[config.mk]
export PLATFORM = sky130hd
export DESIGN_NAME = nec_ir_frame_decoder
export DESIGN_NICKNAME = d
export VERILOG_FILES = /design/src/rtl/nirfd_pkg.sv /design/src/rtl/nirfd_keymap.sv /design/src/rtl/nec_ir_frame_decoder.sv
export VERILOG_INCLUDE_DIRS = /design/src /design/src/rtl
export SDC_FILE = /design/constraint.sdc
export NUM_CORES = 1
export LEC_CHECK = 0
export ABC_AREA = 1
export BUFFER_PORTS_ARGS = -buffer_cell sky130_fd_sc_hd__clkbuf_2
export CAP_MARGIN = 20
export CORE_ASPECT_RATIO = 0.5
export CORE_MARGIN = 4
export CORE_UTILIZATION = 40
export DETAILED_ROUTE_END_ITERATION = 10
export PLACE_DENSITY = 0.56
export SLEW_MARGIN = 40
export SYNTH_ARGS = -nofsm -noshare
export SYNTH_HDL_FRONTEND = slang
export SYNTH_SLANG_ARGS = --single-unit
[constraint.sdc]
create_clock -name clk -period 5.3 [get_ports clk]
set_clock_uncertainty 0.2 [all_clocks]
set_input_delay 0.53 -clock clk [delete_from_list [all_inputs] [get_ports clk]]
set_output_delay 0.53 -clock clk [all_outputs]
set_load 0.01 [all_outputs]
[src/rtl/nec_ir_frame_decoder_assert.svh]
// ----------------------------------------------------------------------------
// NEC IR decoder assertion macros
// Shared concurrent assertion shorthands, sampled on the rising clock edge and
// off while the asynchronous reset is applied.
// ----------------------------------------------------------------------------
`ifndef NEC_IR_FRAME_DECODER_ASSERT_SVH
`define NEC_IR_FRAME_DECODER_ASSERT_SVH

// same-cycle implication
`define NIRFD_ASSERT_IMP(lbl, clk_s, rst_n, ante, cons, msg) \
	lbl: assert property (@(posedge clk_s) disable iff (!(rst_n)) \
		(ante) |-> (cons)) else $error(msg);

// next-cycle implication
`define NIRFD_ASSERT_NXT(lbl, clk_s, rst_n, ante, cons, msg) \
	lbl: assert property (@(posedge clk_s) disable iff (!(rst_n)) \
		(ante) |=> (cons)) else $error(msg);

`endif

[src/rtl/nirfd_pkg.sv]
// ----------------------------------------------------------------------------
// NEC IR decoder package
// Shared widths, the remote code table and the key lookup helpers.
// ----------------------------------------------------------------------------
package nirfd_pkg;

	localparam int CODE_W  = 32;
	localparam int CNT_W   = 6;
	localparam int TIME_W  = 16;
	localparam int TPM_W   = 13;
	localparam int DIGIT_W = 4;
	localparam int KEY_NUM = 20;

	// input kind carried in s_tuser
	localparam logic OP_EDGE = 1'b0;
	localparam logic OP_READ = 1'b1;

	// two remote variants per digit, digit = entry / 2
	localparam logic [CODE_W-1:0] KEY_CODES [KEY_NUM] = '{
		32'h00FF6897, 32'h00FD0CF3, 32'h00FF30CF, 32'h00FD10EF, 32'h00FF18E7,
		32'h00FD11EE, 32'h00FF7A85, 32'h00FD12ED, 32'h00FF10EF, 32'h00FD14EB,
		32'h00FF38C7, 32'h00FD15EA, 32'h00FF5AA5, 32'h00FD16E9, 32'h00FF42BD,
		32'h00FD18E7, 32'h00FF4AB5, 32'h00FD19E6, 32'h00FF52AD, 32'h00FD1AE5
	};

	typedef struct packed {
		logic                hit;
		logic [DIGIT_W-1:0]  digit;
	} key_t;

	function automatic logic [7:0] flip8(input logic [7:0] b);
		logic [7:0] r;
		for (int i = 0; i < 8; i++) begin
			r[7-i] = b[i];
		end
		return r;
	endfunction

	// first table entry that matches wins
	function automatic key_t key_lookup(input logic [CODE_W-1:0] code);
		key_t k;
		k.hit   = 1'b0;
		k.digit = '0;
		for (int i = KEY_NUM - 1; i >= 0; i--) begin
			if (KEY_CODES[i] == code) begin
				k.hit   = 1'b1;
				k.digit = DIGIT_W'(i >> 1);
			end
		end
		return k;
	endfunction

endpackage

[src/rtl/nirfd_keymap.sv]
// ----------------------------------------------------------------------------
// NEC IR key map
// Translates a received 32-bit code to a digit, trying the code with its low
// two bytes bit-reversed first and the raw code second.
// ----------------------------------------------------------------------------
module nirfd_keymap import nirfd_pkg::*; (
	input  logic [CODE_W-1:0] code,
	output key_t              key
);

	logic [CODE_W-1:0] alt_code;
	key_t              raw_key;
	key_t              alt_key;

	assign alt_code = {code[31:16], flip8(code[15:8]), flip8(code[7:0])};
	assign raw_key  = key_lookup(code);
	assign alt_key  = key_lookup(alt_code);

	always_comb begin
		priority if (alt_key.hit) begin
			key = alt_key;
		end else if (raw_key.hit) begin
			key = raw_key;
		end else begin
			key = '0;
		end
	end

endmodule

[src/rtl/nec_ir_frame_decoder.sv]
// ----------------------------------------------------------------------------
// NEC IR frame decoder
// Pulse-distance frame decoder driven by falling-edge capture timestamps.
// ----------------------------------------------------------------------------
// Usage:
//   s_* carries one beat per event: s_tuser = 0 is a capture edge with its
//   timestamp in s_tdata, s_tuser = 1 is a key read request.
//   m_* returns exactly one beat per input beat, in order:
//   m_tdata = {key_ready, key_digit, frame_done, pad} from bit 0 up.
//   cfg_* writes ticks_per_ms (timer ticks per ms); write it only while idle.
//   The result of a beat is registered and shown on m_* right after the
//   edge that accepts it. Throughput is one beat per cycle, bounded by
//   the single output register: s_tready is high whenever that register is
//   empty or is being drained in the same cycle.
//   When m_tready stays low, one result is held and s_tready drops until it
//   is taken; nothing is lost.
//   Reset clears the timestamp, bit counter, code register and ready flag,
//   and sets ticks_per_ms to 100.
// ----------------------------------------------------------------------------
`include "nec_ir_frame_decoder_assert.svh"

module nec_ir_frame_decoder import nirfd_pkg::*; #(
	parameter int FRAME_BITS = 32
) (
	input  logic              clk,
	input  logic              arst_n,
	// config: ticks_per_ms[12:0]
	input  logic              cfg_valid,
	output logic              cfg_ready,
	input  logic [TPM_W-1:0]  cfg_data,
	input  logic              s_tvalid,
	output logic              s_tready,
	input  logic [15:0]       s_tdata,   // [15:0] capture_time
	input  logic              s_tuser,   // [0] op
	output logic              m_tvalid,
	input  logic              m_tready,
	output logic [7:0]        m_tdata    // [0] key_ready, [4:1] key_digit, [5] frame_done
);

	localparam logic [CNT_W-1:0] FB_CNT = CNT_W'(FRAME_BITS);

	logic [TPM_W+3:0]    hi_thr_q;   // 10 * ticks_per_ms
	logic [TPM_W:0]      lo_thr_q;   // 2 * ticks_per_ms
	logic [TIME_W-1:0]   last_time_q;
	logic [CNT_W-1:0]    edge_cnt_q;
	logic [CODE_W-1:0]   code_q;
	logic                ready_q;
	logic                m_valid_q;
	logic [7:0]          m_data_q;

	logic                in_acc;
	logic                is_edge;
	logic [TIME_W:0]     diff;
	logic                start;
	logic                in_frame;
	logic                complete;
	logic [CNT_W-1:0]    bit_pos;
	logic [CNT_W-1:0]    cnt_base;
	logic [CODE_W-1:0]   code_nxt;
	key_t                key;
	logic                res_ready;
	logic [DIGIT_W-1:0]  res_digit;
	logic                res_done;

	assign cfg_ready = 1'b1;
	assign s_tready  = !m_valid_q || m_tready;
	assign in_acc    = s_tvalid && s_tready;
	assign is_edge   = (s_tuser == OP_EDGE);

	// signed interval; bit TIME_W is the sign
	assign diff     = {1'b0, s_tdata} - {1'b0, last_time_q};
	assign start    = diff[TIME_W] || ((TPM_W+4)'(diff[TIME_W-1:0]) > hi_thr_q);
	assign in_frame = (edge_cnt_q != '0) && (edge_cnt_q <= FB_CNT);
	assign bit_pos  = FB_CNT - edge_cnt_q;
	assign complete = !start && (edge_cnt_q >= FB_CNT);
	assign cnt_base = (start || complete) ? '0 : edge_cnt_q;

	logic bit_one;
	assign bit_one = ({1'b0, diff[TIME_W-1:0]} >= (TIME_W+1)'(lo_thr_q));

	always_comb begin
		code_nxt = code_q;
		priority if (start) begin
			code_nxt = '0;
		end else if (in_frame && bit_one) begin
			code_nxt[bit_pos[4:0]] = 1'b1;
		end
	end

	nirfd_keymap u_keymap (
		.code (code_q),
		.key  (key)
	);

	always_comb begin
		res_ready = 1'b0;
		res_digit = '0;
		res_done  = 1'b0;
		if (is_edge) begin
			res_done = complete;
		end else if (ready_q) begin
			res_ready = 1'b1;
			res_digit = key.digit;
		end
	end

	always_ff @(posedge clk or negedge arst_n) begin
		if (!arst_n) begin
			hi_thr_q <= (TPM_W+4)'(1000);
			lo_thr_q <= (TPM_W+1)'(200);
		end else if (cfg_valid && cfg_ready) begin
			hi_thr_q <= ({4'b0, cfg_data} << 3) + ({4'b0, cfg_data} << 1);
			lo_thr_q <= {cfg_data, 1'b0};
		end
	end

	always_ff @(posedge clk or negedge arst_n) begin
		if (!arst_n) begin
			last_time_q <= '0;
			edge_cnt_q  <= '0;
			code_q      <= '0;
			ready_q     <= 1'b0;
		end else if (in_acc) begin
			if (is_edge) begin
				last_time_q <= s_tdata;
				edge_cnt_q  <= cnt_base + CNT_W'(1);
				code_q      <= code_nxt;
				if (complete) begin
					ready_q <= 1'b1;
				end
			end else begin
				ready_q <= 1'b0;
			end
		end
	end

	always_ff @(posedge clk or negedge arst_n) begin
		if (!arst_n) begin
			m_valid_q <= 1'b0;
		end else if (s_tready) begin
			m_valid_q <= s_tvalid;
		end
	end

	always_ff @(posedge clk) begin
		if (in_acc) begin
			m_data_q <= {2'b00, res_done, res_digit, res_ready};
		end
	end

	assign m_tvalid = m_valid_q;
	assign m_tdata  = m_data_q;

	`NIRFD_ASSERT_IMP(a_cnt_range, clk, arst_n, 1'b1, edge_cnt_q <= FB_CNT,
		"edge counter beyond frame length")
	`NIRFD_ASSERT_NXT(a_frame_sets_ready, clk, arst_n, in_acc && is_edge && complete,
		ready_q && m_tvalid && m_tdata[5], "completed frame not flagged")
	`NIRFD_ASSERT_NXT(a_read_clears, clk, arst_n, in_acc && !is_edge,
		!ready_q && m_tvalid && !m_tdata[5], "read did not consume ready flag")
	`NIRFD_ASSERT_IMP(a_digit_needs_ready, clk, arst_n, m_tvalid && !m_tdata[0],
		m_tdata[4:1] == 4'd0, "digit reported without a pending key")

endmodule

# Yosys cells after proc, flatten, opt, wreduce, memory -nomap -nowiden
# Index checks and enable logic that the tools add are counted.
# op_classes
addsub	4
magnitude_cmp	6
eq_ne	40
muxes	50
n_bitwise	2
reduce_logical	17
# op_table
cell	count
$eq 24x32->1 const A	40
$mux 5	40
$mux 32	2
$or 32x32->32	1
$add 16x14->17	1
$gt 16x17->1	1
$sub 16x16->17	1
$ge 16x14->1	1
$mux 4	2
$add 6x1->6 const B	1
$ge 6x6->1 const B	1
$le 6x6->1 const B	1
$lt 5x6->1 const B	1
$mux 6	1
$reduce_and 2->1	3
$reduce_bool 6->1	1
$demux 1 s5	1
$ge 5x1->1 const B	1
$logic_and 1x1->1	5
$sub 1x5->5 const A	1
$mux 1	4
$reduce_bool 2->1	2
$logic_or 1x1->1	3
$reduce_and 3->1	1
2 further kinds	3
# word_totals
regBits	92
inputBits	35
out_inout_bits	11
elab_cells	129

# Longest topological paths before layout
# logic_depth
word_depth	23
ltp_mapped	25
ltp_nobuf	25

# Hierarchy
# Synthesis repeated with hierarchy kept, for this count alone.
# hier_totals
cells_unflattened	1001
area_unflattened_um2	7181.9
# modules_own_cells
module	n_inst	cells_per_inst	area_each_um2	seq_area_each_um2
nec_ir_frame_decoder	1	815	6248.5	2268.4
nirfd_keymap	1	186	933.4	0.0

# Worst setup path before layout
# OpenSTA, ideal clock, no wires.
# synth_path
path_type	input to register
from	input s_tdata[0]
to	register edge_cnt_q[4]
setup_time_ps	123
t_arrival_ps	3742
path_slack_ps	1235
path_stages	24
cell_sequence	inv_1 > ha_1 > fa_1 > o21ai_2 > a21oi_4 > o21ai_2 > a31oi_1 > o21ai_0 > xor2_1 > ha_1 > a21oi_1 > o21ai_0 > a21oi_1 > nand2_1 > nand2_1 > nand3_1 > inv_1 > nand2_1 > inv_1 > ha_1 > nand2_1 > o21ai_0 > nand2_1 > a21boi_1
# synth_via
elab_chain_len	8
# synth_rtl
item	line_no	source
start, declared	nec_ir_frame_decoder.sv:33	input logic [15:0] s_tdata,
$sub 16x16->17 (*)	nec_ir_frame_decoder.sv:71	assign diff = {1'b0, s_tdata} - {1'b0, last_time_q};
$gt 16x17->1	nec_ir_frame_decoder.sv:72	assign start = diff[TIME_W] || ((TPM_W+4)'(diff[TIME_W-1:0]) > hi_thr_q);
$logic_or 1x1->1 (*)	nec_ir_frame_decoder.sv:72	
$logic_not 1->1	nec_ir_frame_decoder.sv:75	assign complete = !start && (edge_cnt_q >= FB_CNT);
$logic_and 1x1->1	nec_ir_frame_decoder.sv:75	
$logic_or 1x1->1 (*)	nec_ir_frame_decoder.sv:76	assign cnt_base = (start || complete) ? '0 : edge_cnt_q;
$mux 6 (*)	nec_ir_frame_decoder.sv:76	
$add 6x1->6 (*)	nec_ir_frame_decoder.sv:126	edge_cnt_q <= cnt_base + CNT_W'(1);
end signal, assigned	nec_ir_frame_decoder.sv:126	
end, declared	nec_ir_frame_decoder.sv:45	logic [CNT_W-1:0] edge_cnt_q;
# Every way passes the cells marked *; elsewhere a longest branch is shown, timed or not.
# A chain may end at the register's enable or synchronous reset.

# Worst setup path in the final report
# layout_path
from	register last_time_q[0]
to	register edge_cnt_q[4]
# layout_via
elab_chain_len	8
# layout_rtl
item	line_no	source
start, declared	nec_ir_frame_decoder.sv:44	logic [TIME_W-1:0] last_time_q;
start signal, assigned	nec_ir_frame_decoder.sv:125	last_time_q <= s_tdata;
$sub 16x16->17 (*)	nec_ir_frame_decoder.sv:71	
$gt 16x17->1	nec_ir_frame_decoder.sv:72	
$logic_or 1x1->1 (*)	nec_ir_frame_decoder.sv:72	
$logic_not 1->1	nec_ir_frame_decoder.sv:75	
$logic_and 1x1->1	nec_ir_frame_decoder.sv:75	
$logic_or 1x1->1 (*)	nec_ir_frame_decoder.sv:76	
$mux 6 (*)	nec_ir_frame_decoder.sv:76	
$add 6x1->6 (*)	nec_ir_frame_decoder.sv:126	
# Marks and branches as above.

==> results.json <==
{
  "outcome": "finished clean",
  "ys.flop_type": "dfrtp_1",
  "cp.depth": 23,
  "path_delay_family": "compound AO/OA/AOI/OAI gates",
  "antenna_cells": 0,
  "holdWs_ns": 0.209,
  "post-route-period-util": 0.831,
  "p_per_area_nw_per_um2": 353,
  "worstSetupStartpointType": "flop",
  "highest_layer": "met4",
  "area_growth_pct": 10.7,
  "ys.warnings.count": 0,
  "cts-root-buf": "clkbuf_16",
  "worst-setup-path-type": "flop to flop",
  "peakVddDrop_v": 0.000193,
  "final.min_clock_period_ns": 4.41,
  "drt-initial-drc-count": 222,
  "utilization": 0.452,
  "crit_chain": "ha_1 > fa_1 > o21ai_2 > a21oi_4 > o21ai_2 > a31oi_1 > o21ai_0 > xor2_1 > ha_1 > a21oi_1 > o21ai_0 > a21oi_1 > nand2_1 > nand2_1 > nand3_1 > inv_1 > nand2_1 > inv_1 > ha_1 > nand2_1 > o21ai_0 > nand2_1 > a21boi_1",
  "seq_area_um2": 2270,
  "vias_per_cell": 4.90,
  "clk_path_buf_depth": 2,
  "place_hpwl_um": 11900,
  "layout_common_cells": "235 x nand2_1, 127 x inv_1, 107 x nor2_1",
  "clockPowerShare": 0.256,
  "hp-start": "cfg_data[0]",
  "comb_power_share": 0.420,
  "intPower_uw": 1540,
  "cts_buffers": 9,
  "wl_per_cell_um": 12.8,
  "dr_wl_met3_um": 443,
  "grtUsageTotal": 0.171,
  "endpoint": "edge_cnt_q[4]",
  "seq_area_frac_synth": 0.339,
  "seqPwrFrac": 0.324,
  "post_cts_resized": 0,
  "totalWireLength_um": 15600,
  "drc": 0,
  "setup.worst_path.start": "last_time_q[0]",
  "grt_pass1_vias": 5759,
  "syn-instance-count": 951,
  "cpMostUsedCell": "nand2_1",
  "setup_slack_ns": 0.894,
  "cpPeakStageDelay_ns": 0.42,
  "hold_violations": 0,
  "nets": 1076,
  "die-height_um": 99.4,
  "detail-route-antenna-nets": 0,
  "cts.clk_slew.worst_paths_ns": 0.07,
  "dieArea_um2": 19000,
  "synth_area_um2": 6690,
  "syn_area_per_cell_um2": 7.03,
  "rows": 33,
  "post_cts_buffers": 0,
  "slowest_stage": "fa_1",
  "sw_frac_of_total": 0.411,
  "crit_buf_inv": 2,
  "fin_setup_tns_ns": 0,
  "arrival_ns": 4.43,
  "timing.rr.start": "last_time_q[0]",
  "cts_num_sinks": 89,
  "slew_violations": 0,
  "p_switching_uw": 1070,
  "reg2regPathDepth": 23,
  "wl_met1_um": 7710,
  "antenna_found_initial": 0,
  "synth_cell_types": 48,
  "met2_wirelength_um": 7310,
  "setup-violations-final": 0,
  "gp_congestion": 0.863,
  "via_count": 5967,
  "post-place-ws_ns": 0.678,
  "port_buffers": 42,
  "synth-seq-cells": 89,
  "postCtsHoldBufs": 1,
  "synthArstFlopShare": 0.933,
  "coreArea_um2": 16400,
  "cts_tree": "yes",
  "htreeDepth": 3,
  "overflow": 0,
  "fmax_mhz": 227,
  "ioPinCount": 46,
  "initial_utilization": 0.408,
  "clk-insertion-delay-late_ns": 0.34,
  "synth_edf_count": 6,
  "final_layout_size_suffix_gt1_frac": 0.105,
  "p_leak_uw": 0.00374,
  "r2r_slack_ns": 0.89,
  "final_common_cell": "nand2_1",
  "endpoint_kind": "flop",
  "rsz0062_at_grt": "no",
  "multi_input_area_um2": 3800,
  "worst_pin_slew_ns": 0.738,
  "r2r_end": "edge_cnt_q[4]",
  "crit_path_max_fanout": 4,
  "grt_start_max_net_pins": 53,
  "fill_cells": 1733,
  "die_x_um": 191,
  "drt-pass1-iter-count": 5,
  "worstHoldPathType": "primary input to flop",
  "maxSlewHeadroom": 0.507,
  "cp.required_ns": 5.33,
  "grt_first_pass_wirelength_um": 27000,
  "cap_violations": 0
}
## tightest hold or removal path, stage by stage
cell and delay [ns]:
clkbuf_2 0.09, nand2_1 0.05, nand2_1 0.05
## layer usage
layer / GRT usage / vias up
met4: 0.0309 / 0
met3: 0.0259 / 10
li1: - / 3138
met5: 0 / -
met1: 0.236 / 2727
met2: 0.293 / 92
## per-stage QoR
| stage | power, uW | std cells | cell area [um2] |
|---|---|---|---|
| after floorplan | 1690 | 952 | 6690 |
| after global placement | 1940 | 1200 | 7090 |
| after detailed placement | 1960 | 1200 | 7090 |
| after global routing | 2850 | 1217 | 7400 |
| final | 2610 | 1217 | 7400 |
| after CTS | 2640 | 1217 | 7400 |
## power groups by stage
stage          clock (uW)  sequential [uW]  combinational [uW]
2_1_floorplan           0              844                 848
3_3_place_gp            0              856                1080
3_5_place_dp            0              858                1100
4_1_cts               684              846                1110
5_1_grt               709              858                1280
6_report              670              845                1100
## logic make-up after synthesis
kind of cell               Yosys count  share of synthesized area
other                                2                    0.00112
AOI/OAI and AO/OA                  160                      0.130
buffers and inverters              158                     0.0946
xor gates and xnor gates            20                     0.0273
adders and majority gates           56                      0.107
and+or+nand+nor                    466                      0.301
DFF                                 89                      0.339
## state kept, by name (all words and copies together), names as in the netlist
register	flops
hi_thr_q	14
lo_thr_q	13
edge_cnt_q	6
code_q	32
ready_q	1
last_time_q	16
m_tvalid	1
m_tdata	6
## Yosys cell counts (2+ instances only)
cell	count	area, um2
a211oi_1	2	15.0
a21o_1	4	30.0
a21oi_1	72	360
a31oi_1	2	12.5
buf_2	5	25.0
buf_4	3	22.5
buf_6	3	33.8
clkbuf_1	13	48.8
conb_1	2	7.51
dfrtp_1	74	1850
dfstp_2	9	236
edfxtp_1	6	180
fa_1	2	40.0
ha_1	54	676
inv_1	127	477
inv_2	6	22.5
nand2_1	235	882
nand2_2	8	50.1
nand2_4	2	22.5
nand3_1	62	310
nand3b_1	7	52.6
nand4_1	16	100
nor2_1	108	405
nor2_2	7	43.8
nor2_4	2	22.5
nor3_1	13	65.1
o21a_1	2	15.0
o21ai_0	64	320
o21ai_2	3	26.3
o22ai_1	3	18.8
xnor2_1	9	78.8
xor2_1	10	87.6
## worst min path at each step
stage | end | slack [ns] | depth (start not counted)
after floorplan | code_q[0] | 0.03 | 0
after global placement | hi_thr_q[13] | 0.27 | 2
after detailed placement | hi_thr_q[13] | 0.28 | 2
after CTS | lo_thr_q[1] | 0.20 | 3
after global routing | lo_thr_q[1] | 0.23 | 3
final | lo_thr_q[1] | 0.21 | 3
## final cells by class
class | count | area share
Clock buffer | 10 | 0.0323
Inverter | 134 | 0.0679
Timing Repair Buffer | 46 | 0.0331
Sequential cell | 89 | 0.306
Multi-Input combinational cell | 705 | 0.513
Clock inverter | 6 | 0.00896
Tap cell | 227 | 0.0384
(Power assumes the default switching activity.)
